<file path="src/rtl/fbcw_pkg.sv">
`default_nettype none
package fbcw_pkg;

  localparam logic [7:0]  START_BYTE = 8'hAA;
  localparam logic [31:0] CRC_POLY   = 32'h04C11DB7;
  localparam logic [31:0] CRC_INIT   = 32'hFFFFFFFF;
  localparam logic [23:0] WORD_FILL  = 24'hFFFFFF;
  localparam logic [7:0]  PAD_BYTE   = 8'hFF;

  localparam int CMDQ_DEPTH = 4;
  localparam int CMDQ_AW    = 2;

  localparam int CFG_IDX_W = 1;
  localparam logic [CFG_IDX_W-1:0] REG_FRAME_TIME = 1'b0;
  localparam logic [CFG_IDX_W-1:0] REG_FRAME_TYPE = 1'b1;

  localparam logic [2:0] HDR_IDX_START = 3'd0;
  localparam logic [2:0] HDR_IDX_TIME0 = 3'd1;
  localparam logic [2:0] HDR_IDX_TIME1 = 3'd2;
  localparam logic [2:0] HDR_IDX_TIME2 = 3'd3;
  localparam logic [2:0] HDR_IDX_TIME3 = 3'd4;
  localparam logic [2:0] HDR_IDX_TYPE  = 3'd5;
  localparam logic [2:0] CRC_IDX_LAST  = 3'd3;

  // One request from the front to the back.
  typedef struct packed {
    logic       hdr;
    logic       emit;
    logic       crc;
    logic       too_long;
    logic [7:0] data;
  } cmd_t;

  // Eight MSB-first shift steps of the CRC register.
  function automatic logic [31:0] crc_step8(input logic [31:0] c_in);
    logic [31:0] c;
    c = c_in;
    for (int i = 0; i < 8; i++) begin
      if (c[31]) begin
        c = {c[30:0], 1'b0} ^ CRC_POLY;
      end else begin
        c = {c[30:0], 1'b0};
      end
    end
    return c;
  endfunction

endpackage
`default_nettype wire

</file>
<file path="src/rtl/frame_builder_crc32_word_core.sv">
`default_nettype none
// Frame builder: each accepted payload byte request leaves as framed bytes on
// the result queue, one byte per clock when pop is held high. The first request
// of a frame is preceded by six header bytes (0xAA, frame_time little-endian,
// frame_type); a last or empty request is followed by the four CRC bytes, CRC-32
// poly 0x04C11DB7, init all ones, no final XOR, over little-endian 32-bit words
// with 0xFF padding. Input requests are taken one per cycle, while full is low,
// into a four-entry request queue; the output side then runs one byte per cycle
// while pop is held high, and pauses before the CRC bytes while the word CRC
// unit (8 bits per cycle) settles; each frame adds 10 bytes to its payload.
// Payload beyond MAX_FRAME_BYTES - 10 bytes is dropped and too_long is set on
// the final CRC byte. Configuration writes are taken at any time (cfg_ready is
// always high) but must only be issued while the block is idle.
module frame_builder_crc32_word_core #(
  parameter int MAX_FRAME_BYTES = 128
) (
  input  wire logic                           clk,
  input  wire logic                           rst_n,
  input  wire logic                           push,
  output logic                                full,
  input  wire logic [7:0]                     in_data,
  input  wire logic                           in_last,
  input  wire logic                           in_empty_req,
  output logic                                empty,
  input  wire logic                           pop,
  output logic [7:0]                          out_out_byte,
  output logic                                out_end_of_frame,
  output logic                                out_too_long,
  input  wire logic                           cfg_valid,
  output logic                                cfg_ready,
  input  wire logic [fbcw_pkg::CFG_IDX_W-1:0] cfg_index,
  input  wire logic [31:0]                    cfg_data
);
  import fbcw_pkg::*;

  logic [31:0] frame_time_r;
  logic [7:0]  frame_type_r;
  logic        accept;
  logic        q_push;
  cmd_t        q_cmd;
  logic        q_full;
  logic        q_pop;
  logic        q_valid;
  cmd_t        q_head;

  assign cfg_ready = 1'b1;

  always_ff @(posedge clk) begin
    if (!rst_n) begin
      frame_time_r <= '0;
      frame_type_r <= 8'd1;
    end else if (cfg_valid && cfg_ready) begin
      case (cfg_index)
        REG_FRAME_TIME: frame_time_r <= cfg_data;
        REG_FRAME_TYPE: frame_type_r <= cfg_data[7:0];
        default: begin
        end
      endcase
    end
  end

  assign full   = q_full;
  assign accept = push && !q_full;

  fbcw_front #(
    .MAX_FRAME_BYTES(MAX_FRAME_BYTES)
  ) u_front (
    .clk       (clk),
    .rst_n     (rst_n),
    .accept    (accept),
    .data      (in_data),
    .last      (in_last),
    .empty_req (in_empty_req),
    .q_push    (q_push),
    .q_cmd     (q_cmd)
  );

  fbcw_cmd_q u_cmd_q (
    .clk        (clk),
    .rst_n      (rst_n),
    .push       (q_push),
    .push_cmd   (q_cmd),
    .full       (q_full),
    .pop        (q_pop),
    .head_valid (q_valid),
    .head_cmd   (q_head)
  );

  fbcw_back u_back (
    .clk          (clk),
    .rst_n        (rst_n),
    .frame_time   (frame_time_r),
    .frame_type   (frame_type_r),
    .q_valid      (q_valid),
    .q_head       (q_head),
    .q_pop        (q_pop),
    .empty        (empty),
    .pop          (pop),
    .out_byte     (out_out_byte),
    .end_of_frame (out_end_of_frame),
    .too_long     (out_too_long)
  );

endmodule
`default_nettype wire

</file>
<file path="src/rtl/fbcw_front.sv">
`default_nettype none
module fbcw_front #(
  parameter int MAX_FRAME_BYTES = 128
) (
  input  wire logic        clk,
  input  wire logic        rst_n,
  input  wire logic        accept,
  input  wire logic [7:0]  data,
  input  wire logic        last,
  input  wire logic        empty_req,
  output logic             q_push,
  output fbcw_pkg::cmd_t   q_cmd
);
  import fbcw_pkg::*;

  localparam int LIMIT = MAX_FRAME_BYTES - 10;
  localparam int CNT_W = $clog2(LIMIT + 1);
  localparam logic [CNT_W-1:0] LIMIT_C = CNT_W'(LIMIT);

  logic             in_frame_r, in_frame_nxt;
  logic [CNT_W-1:0] count_r, count_nxt;
  logic             overflow_r, overflow_nxt;
  logic             room;
  logic             drop;
  cmd_t             cmd;

  always_comb begin
    room         = count_r < LIMIT_C;
    drop         = !empty_req && !room;
    cmd.hdr      = !in_frame_r;
    cmd.emit     = !empty_req && room;
    cmd.crc      = empty_req || last;
    cmd.too_long = overflow_r || drop;
    cmd.data     = data;

    in_frame_nxt = in_frame_r;
    count_nxt    = count_r;
    overflow_nxt = overflow_r;
    if (accept) begin
      if (cmd.crc) begin
        in_frame_nxt = 1'b0;
        count_nxt    = '0;
        overflow_nxt = 1'b0;
      end else begin
        in_frame_nxt = 1'b1;
        if (cmd.emit) begin
          count_nxt = count_r + 1'b1;
        end
        overflow_nxt = overflow_r || drop;
      end
    end
  end

  // A dropped byte in an open frame that is not last yields no output, so nothing is queued.
  assign q_push = accept && (cmd.hdr || cmd.emit || cmd.crc);
  assign q_cmd  = cmd;

  always_ff @(posedge clk) begin
    if (!rst_n) begin
      in_frame_r <= 1'b0;
      count_r    <= '0;
      overflow_r <= 1'b0;
    end else begin
      in_frame_r <= in_frame_nxt;
      count_r    <= count_nxt;
      overflow_r <= overflow_nxt;
    end
  end

endmodule
`default_nettype wire

</file>
<file path="src/rtl/fbcw_cmd_q.sv">
`default_nettype none
module fbcw_cmd_q (
  input  wire logic            clk,
  input  wire logic            rst_n,
  input  wire logic            push,
  input  wire fbcw_pkg::cmd_t  push_cmd,
  output logic                 full,
  input  wire logic            pop,
  output logic                 head_valid,
  output fbcw_pkg::cmd_t       head_cmd
);
  import fbcw_pkg::*;

  cmd_t               buf_r [CMDQ_DEPTH];
  logic [CMDQ_AW-1:0] wr_ptr_r, wr_ptr_nxt;
  logic [CMDQ_AW-1:0] rd_ptr_r, rd_ptr_nxt;
  logic [CMDQ_AW:0]   count_r, count_nxt;
  logic               do_push, do_pop;

  assign full       = count_r == (CMDQ_AW+1)'(CMDQ_DEPTH);
  assign head_valid = count_r != '0;
  assign head_cmd   = buf_r[rd_ptr_r];
  assign do_push    = push && !full;
  assign do_pop     = pop && head_valid;

  always_comb begin
    wr_ptr_nxt = do_push ? wr_ptr_r + 1'b1 : wr_ptr_r;
    rd_ptr_nxt = do_pop ? rd_ptr_r + 1'b1 : rd_ptr_r;
    count_nxt  = count_r;
    if (do_push && !do_pop) begin
      count_nxt = count_r + 1'b1;
    end else if (do_pop && !do_push) begin
      count_nxt = count_r - 1'b1;
    end
  end

  always_ff @(posedge clk) begin
    if (do_push) begin
      buf_r[wr_ptr_r] <= push_cmd;
    end
  end

  always_ff @(posedge clk) begin
    if (!rst_n) begin
      wr_ptr_r <= '0;
      rd_ptr_r <= '0;
      count_r  <= '0;
    end else begin
      wr_ptr_r <= wr_ptr_nxt;
      rd_ptr_r <= rd_ptr_nxt;
      count_r  <= count_nxt;
    end
  end

endmodule
`default_nettype wire

</file>
<file path="src/rtl/fbcw_back.sv">
`default_nettype none
module fbcw_back (
  input  wire logic            clk,
  input  wire logic            rst_n,
  input  wire logic [31:0]     frame_time,
  input  wire logic [7:0]      frame_type,
  input  wire logic            q_valid,
  input  wire fbcw_pkg::cmd_t  q_head,
  output logic                 q_pop,
  output logic                 empty,
  input  wire logic            pop,
  output logic [7:0]           out_byte,
  output logic                 end_of_frame,
  output logic                 too_long
);
  import fbcw_pkg::*;

  typedef enum logic [4:0] {
    S_IDLE = 5'b00001,
    S_HDR  = 5'b00010,
    S_DATA = 5'b00100,
    S_CRCW = 5'b01000,
    S_CRC  = 5'b10000
  } state_t;

  state_t      state_r, state_nxt;
  logic [2:0]  idx_r, idx_nxt;
  cmd_t        cur_r, cur_nxt;
  logic [23:0] word_buf_r, word_buf_nxt;
  logic [1:0]  pos_r, pos_nxt;
  logic [31:0] crc_r, crc_nxt;
  logic [1:0]  steps_r, steps_nxt;
  logic [31:0] crc_hold_r, crc_hold_nxt;
  logic        out_valid_r;
  logic [7:0]  out_byte_r;
  logic        out_eof_r;
  logic        out_tl_r;

  logic        can_emit;
  logic        emit;
  logic [7:0]  emit_byte;
  logic        emit_eof;
  logic        emit_tl;
  logic        feed;
  logic        crc_load;
  logic        crc_clear;
  logic [31:0] load_word;
  logic [7:0]  hdr_byte;

  assign can_emit = !out_valid_r || pop;

  always_comb begin
    case (idx_r)
      HDR_IDX_START: hdr_byte = START_BYTE;
      HDR_IDX_TIME0: hdr_byte = frame_time[7:0];
      HDR_IDX_TIME1: hdr_byte = frame_time[15:8];
      HDR_IDX_TIME2: hdr_byte = frame_time[23:16];
      HDR_IDX_TIME3: hdr_byte = frame_time[31:24];
      HDR_IDX_TYPE:  hdr_byte = frame_type;
      default:       hdr_byte = START_BYTE;
    endcase
  end

  always_comb begin
    state_nxt    = state_r;
    idx_nxt      = idx_r;
    cur_nxt      = cur_r;
    word_buf_nxt = word_buf_r;
    pos_nxt      = pos_r;
    crc_hold_nxt = crc_hold_r;
    q_pop        = 1'b0;
    emit         = 1'b0;
    emit_byte    = cur_r.data;
    emit_eof     = 1'b0;
    emit_tl      = 1'b0;
    feed         = 1'b0;
    crc_load     = 1'b0;
    crc_clear    = 1'b0;
    load_word    = {PAD_BYTE, word_buf_r};

    case (state_r)
      S_IDLE: begin
        state_nxt = S_IDLE;
      end
      S_HDR: begin
        if (can_emit) begin
          emit      = 1'b1;
          feed      = 1'b1;
          emit_byte = hdr_byte;
          idx_nxt   = idx_r + 1'b1;
          if (idx_r == HDR_IDX_TYPE) begin
            if (cur_r.emit) begin
              state_nxt = S_DATA;
            end else if (cur_r.crc) begin
              state_nxt = S_CRCW;
            end else begin
              state_nxt = S_IDLE;
            end
          end
        end
      end
      S_DATA: begin
        if (can_emit) begin
          emit      = 1'b1;
          feed      = 1'b1;
          emit_byte = cur_r.data;
          state_nxt = cur_r.crc ? S_CRCW : S_IDLE;
        end
      end
      S_CRCW: begin
        // Wait for the word unit, then flush the padded tail word.
        if (steps_r == '0) begin
          if (pos_r != '0) begin
            crc_load     = 1'b1;
            load_word    = {PAD_BYTE, word_buf_r};
            word_buf_nxt = WORD_FILL;
            pos_nxt      = '0;
          end else begin
            crc_hold_nxt = crc_r;
            crc_clear    = 1'b1;
            idx_nxt      = '0;
            state_nxt    = S_CRC;
          end
        end
      end
      S_CRC: begin
        if (can_emit) begin
          emit      = 1'b1;
          emit_byte = crc_hold_r[{idx_r[1:0], 3'b000} +: 8];
          idx_nxt   = idx_r + 1'b1;
          if (idx_r == CRC_IDX_LAST) begin
            emit_eof  = 1'b1;
            emit_tl   = cur_r.too_long;
            state_nxt = S_IDLE;
          end
        end
      end
      default: begin
        state_nxt = S_IDLE;
      end
    endcase

    // Take the next request as soon as the current one is done.
    if (state_nxt == S_IDLE && q_valid) begin
      q_pop   = 1'b1;
      cur_nxt = q_head;
      idx_nxt = '0;
      if (q_head.hdr) begin
        state_nxt = S_HDR;
      end else if (q_head.emit) begin
        state_nxt = S_DATA;
      end else begin
        state_nxt = S_CRCW;
      end
    end

    if (feed) begin
      if (pos_r == 2'd3) begin
        crc_load     = 1'b1;
        load_word    = {emit_byte, word_buf_r};
        word_buf_nxt = WORD_FILL;
        pos_nxt      = '0;
      end else begin
        word_buf_nxt[{pos_r, 3'b000} +: 8] = emit_byte;
        pos_nxt = pos_r + 1'b1;
      end
    end
  end

  // Word CRC unit: eight bit steps per cycle.
  always_comb begin
    crc_nxt   = crc_r;
    steps_nxt = steps_r;
    if (crc_load) begin
      crc_nxt   = crc_step8(crc_r ^ load_word);
      steps_nxt = 2'd3;
    end else if (crc_clear) begin
      crc_nxt = CRC_INIT;
    end else if (steps_r != '0) begin
      crc_nxt   = crc_step8(crc_r);
      steps_nxt = steps_r - 1'b1;
    end
  end

  always_ff @(posedge clk) begin
    if (!rst_n) begin
      state_r     <= S_IDLE;
      idx_r       <= '0;
      word_buf_r  <= WORD_FILL;
      pos_r       <= '0;
      crc_r       <= CRC_INIT;
      steps_r     <= '0;
      out_valid_r <= 1'b0;
    end else begin
      state_r    <= state_nxt;
      idx_r      <= idx_nxt;
      word_buf_r <= word_buf_nxt;
      pos_r      <= pos_nxt;
      crc_r      <= crc_nxt;
      steps_r    <= steps_nxt;
      if (emit) begin
        out_valid_r <= 1'b1;
      end else if (pop) begin
        out_valid_r <= 1'b0;
      end
    end
  end

  always_ff @(posedge clk) begin
    cur_r      <= cur_nxt;
    crc_hold_r <= crc_hold_nxt;
    if (emit) begin
      out_byte_r <= emit_byte;
      out_eof_r  <= emit_eof;
      out_tl_r   <= emit_tl;
    end
  end

  assign empty        = !out_valid_r;
  assign out_byte     = out_byte_r;
  assign end_of_frame = out_eof_r;
  assign too_long     = out_tl_r;

`ifndef SYNTH
  a_load_idle: assert property (@(posedge clk) disable iff (!rst_n)
    crc_load |-> steps_r == '0)
    else $error("word CRC unit loaded while busy");

  a_crc_out_idle: assert property (@(posedge clk) disable iff (!rst_n)
    state_r == S_CRC |-> steps_r == '0 && pos_r == '0)
    else $error("CRC bytes sent with a word still pending");

  a_flush_done: assert property (@(posedge clk) disable iff (!rst_n)
    (state_r == S_CRCW && steps_r == '0 && pos_r == '0) |=> state_r == S_CRC)
    else $error("CRC wait did not advance after flush");

  a_eof_tail: assert property (@(posedge clk) disable iff (!rst_n)
    emit_eof |-> state_r == S_CRC && idx_r == CRC_IDX_LAST)
    else $error("end of frame raised outside the last CRC byte");
`endif

endmodule
`default_nettype wire
</file>
<file path="config.mk">
export PLATFORM = sky130hd
export DESIGN_NAME = frame_builder_crc32_word_core
export DESIGN_NICKNAME = d
export VERILOG_FILES = /design/src/rtl/fbcw_pkg.sv /design/src/rtl/frame_builder_crc32_word_core.sv /design/src/rtl/fbcw_front.sv /design/src/rtl/fbcw_cmd_q.sv /design/src/rtl/fbcw_back.sv
export SDC_FILE = /design/constraint.sdc
export NUM_CORES = 1
export LEC_CHECK = 0
export BUFFER_PORTS_ARGS = -buffer_cell sky130_fd_sc_hd__buf_2
export CAP_MARGIN = 20
export CORE_AREA = 2 2 156 218
export DETAILED_ROUTE_END_ITERATION = 16
export DIE_AREA = 0 0 158 220
export GPL_ROUTABILITY_DRIVEN = 0
export PLACE_DENSITY = 0.56
export SYNTH_ARGS = -nofsm -noshare
export SYNTH_HDL_FRONTEND = slang
export SYNTH_SLANG_ARGS = --single-unit
</file>
<file path="constraint.sdc">
create_clock -name clk -period 9.7 [get_ports clk]
set_input_delay 0.97 -clock clk [delete_from_list [all_inputs] [get_ports clk]]
set_output_delay 0.97 -clock clk [all_outputs]
set_load 0.005 [all_outputs]
</file>
==> results.tsv <==
metric	value	unit
finalSetupViolCount	0	
die_area	34800	µm²
worstPathCellList	inv_1 > ha_1 > nor2b_1 > a2111oi_2 > o311a_1 > inv_1 > nand3_1 > nor3b_1 > xnor3_1 > xnor3_1 > o21ai_1 > xor2_1 > a21oi_1	
synthTopCellsByArea	edfxtp_1 27%, dfxtp_1 22%, xnor2_1 7.6%	
rrSetupSlack	5.19	ns
nets	1143	
clk_latency	0.53	ns
cp_num_buf_inv	2	
synth-edff-count	101	
synth_ff_type	dfxtp_1	
drc_errors	0	
postSynthAreaPerCell	10.8	µm²
post-cts-setup-buffer-count	0	
synth_nets	1112	
grt_pass1_vias	7941	
outcome	finished, final reports clean	
initial_utilization	34.3	%
htreeDepth	1	
layout_common_cells	128 x nand2_1, 127 x dfxtp_1, 101 x edfxtp_1, 98 x xnor2_1, 79 x nor2_1	
final_common_cell	nand2_1	
numCtsBuffers	23	
vias	7898	
worstPathArrival	4.91	ns
grt_max_degree	62	
dp_slack	4.87	ns
die_x	158	µm
netlist_instances	1046	
period_share	46.4	%
die_h	220	µm
port-buffer-count	59	
clockBufferDepth	3	
path_clk_slew	0.06	ns
cpPeakStageDelay	0.86	ns
min_path_cells	2	
vdd_drop_max	185	µV
cp_max_fo	13	
firstDrtPassIters	7	
period_needed	4.51	ns
wl_per_cell	19.1	µm
cts_tree	done	
min_from	frame_time_r[1]	
dr.first_iter.drc_count	473	
crit_family	compound AO/OA/AOI/OAI gates	
boundaryPins	61	
ys_warn_count	0	
cts_resized	0	
cts_root_buffer	clkbuf_16	
synth_top_area_share	26.8	%
r2r-start	u_back.idx_r[0]	
postRouteAntennaNets	0	
area_growth	12.6	%
p_leak	4.52	nW
dp_hpwl	21200	µm
power_per_cell_area	311	nW/µm²
startpoint_type	register	
slew_viol_final	0	
hold_viol_final	0	
synth-compound-area-share	13.6	%
r2r_end	u_back.crc_r[8]	
routed_wl	29400	µm
ys_ff_latch	228	
rsz0062_at_grt	false	
ys_seq_area_share	49.2	%
worst_pin_slew	1.07	ns
crit_type	register to register	
grt_overflow	0	
max_clock_freq	222	MHz
synth_xor_xnor_area_share	14.0	%
fin_skew	0.0167	ns
grt_pass1_wl	46100	µm
crit_required	10.11	ns
async_flop_share	0	%
drive_above_1_share	14.0	%
n_antenna_cell	0	
hold_end	frame_time_r[1]	
synthAdderAreaFrac	2.05	%
yosysTopAreaCell	edfxtp_1	
synth_top_family_by_area	XOR/XNOR gates	
holdBufCountCts	0	
crit_path_end_kind	register	
cpMaxStageDelayCell	dfxtp_1	
power	3.96	mW
cts.sinks	228	
syn_area	11300	µm²
synth-simple-area-share	13.1	%
antenna_found_initial	0	
reg2reg_depth	13	
grt_use_total	17.3	%
synth_mux_area_share	4.42	%
routed_via_density	5.13	
finalSetupTns	0	ns
synth_cell_types	80	
hp-class	register to register	
slew_headroom	28.4	%
max_cap_viol_count	0	
rows	79	
core_area	33000	µm²
fin_ws	5.19	ns
metal layers:
layer,part of all wire (%),wire [µm],GRT usage [%]
met2,51,15100,31.3
met5,0,0,0
met4,3.4,996,6.40
met3,3.7,1100,2.06
met1,41,12200,21.0
where the power goes:
part	switching, mW	total, mW	internal [mW]
Combinational	0.888	1.68	0.793
Clock	0.377	0.898	0.521
Sequential	0.178	1.38	1.20
metrics by stage:
step                      instances  utilization, %  hold slack, ns  area, µm²
after CTS                      1537            38.6           0.474      12700
after global routing           1539            38.6           0.494      12800
after detailed placement       1495            36.3           0.460      12000
after floorplan                1046               -           0.403      11300
after global placement         1495            36.3           0.454      12000
final                          1539            38.6           0.470      12800
worst max path at each step:
stage | slack, ns | start | cells past startpoint | to
after floorplan | 5.93 | u_back.idx_r[1] | 13 | u_back.crc_r[9]
after detailed placement | 4.87 | pop | 11 | u_back.crc_r[9]
after CTS | 5.13 | u_back.idx_r[0] | 12 | u_back.crc_r[13]
after global placement | 5.00 | pop | 11 | u_back.crc_r[9]
final | 5.19 | u_back.idx_r[0] | 13 | u_back.crc_r[8]
after global routing | 4.73 | u_back.idx_r[0] | 13 | u_back.crc_r[8]
state kept, by name, summed over array words and instances (netlist names), named ones only:
signal and cells:
u_back.out_valid_r 1, u_cmd_q.buf_r 48, u_front.count_r 7, u_front.in_frame_r 1, u_back.steps_r 2, u_back.end_of_frame 1, u_cmd_q.rd_ptr_r 2, u_front.overflow_r 1
u_back.state_r 5, u_back.word_buf_r 24, u_cmd_q.count_r 3, u_cmd_q.wr_ptr_r 2, frame_type_r 8, u_back.out_byte 8, frame_time_r 32, u_back.idx_r 3
u_back.crc_hold_r 32, u_back.cur_r 11, u_back.crc_r 32, u_back.pos_r 2, u_back.too_long 1
Yosys cell counts (all sizes together) (3+ instances only):
cell type / count
nand2: 128
dfxtp: 127
edfxtp: 101
xnor2: 101
nor2: 80
clkbuf: 50
xor2: 44
a21boi: 42
o221ai: 42
nand3: 39
a21oi: 28
inv: 28
buf: 20
mux4: 20
and2: 18
ha: 17
o21ai: 15
nor2b: 13
and3: 9
a211oi: 8
a22oi: 8
a22o: 7
nand4: 7
o211ai: 7
xnor3: 7
nor3: 6
a32oi: 5
mux2i: 5
xor3: 5
nand2b: 4
or3: 4
a221oi: 3
a222oi: 3
a311oi: 3
a31oi: 3
nor3b: 3
nor4: 3
o22ai: 3
o311ai: 3
kinds of logic (layout without fill, tap and decap cells):
| logic type | Yosys count | after routing |
|---|---|---|
| and+or+nand+nor | 322 | 322 |
| DFF | 228 | 228 |
| AOI/OAI and AO/OA | 197 | 197 |
| xor gates and xnor gates | 157 | 157 |
| buffers and inverters | 98 | 146 |
| muxes | 25 | 25 |
| adders and majority gates | 18 | 18 |
| other | 1 | 1 |
worst register-to-register path: cells and delay by family (launching register included):
family | cells | cell delay, ns
AO/OA/AOI/OAI | 4 | 1.17
adder cells (fa/ha/maj) | 1 | 0.31
buffers and inverters | 2 | 0.29
XOR/XNOR | 3 | 0.82
AND/OR/NAND/NOR | 3 | 0.95
flip-flops | 1 | 0.86
cell type report:
type                       count  area, µm²
multi-input combinational    720       5350
inverter                      28        105
clock inverter                13        155
sequential                   228       5580
fill                        3311      20300
timing repair buffer          76        423
tap                          445        557
clock buffer                  29        598
Power figures use the tool's default switching activity.
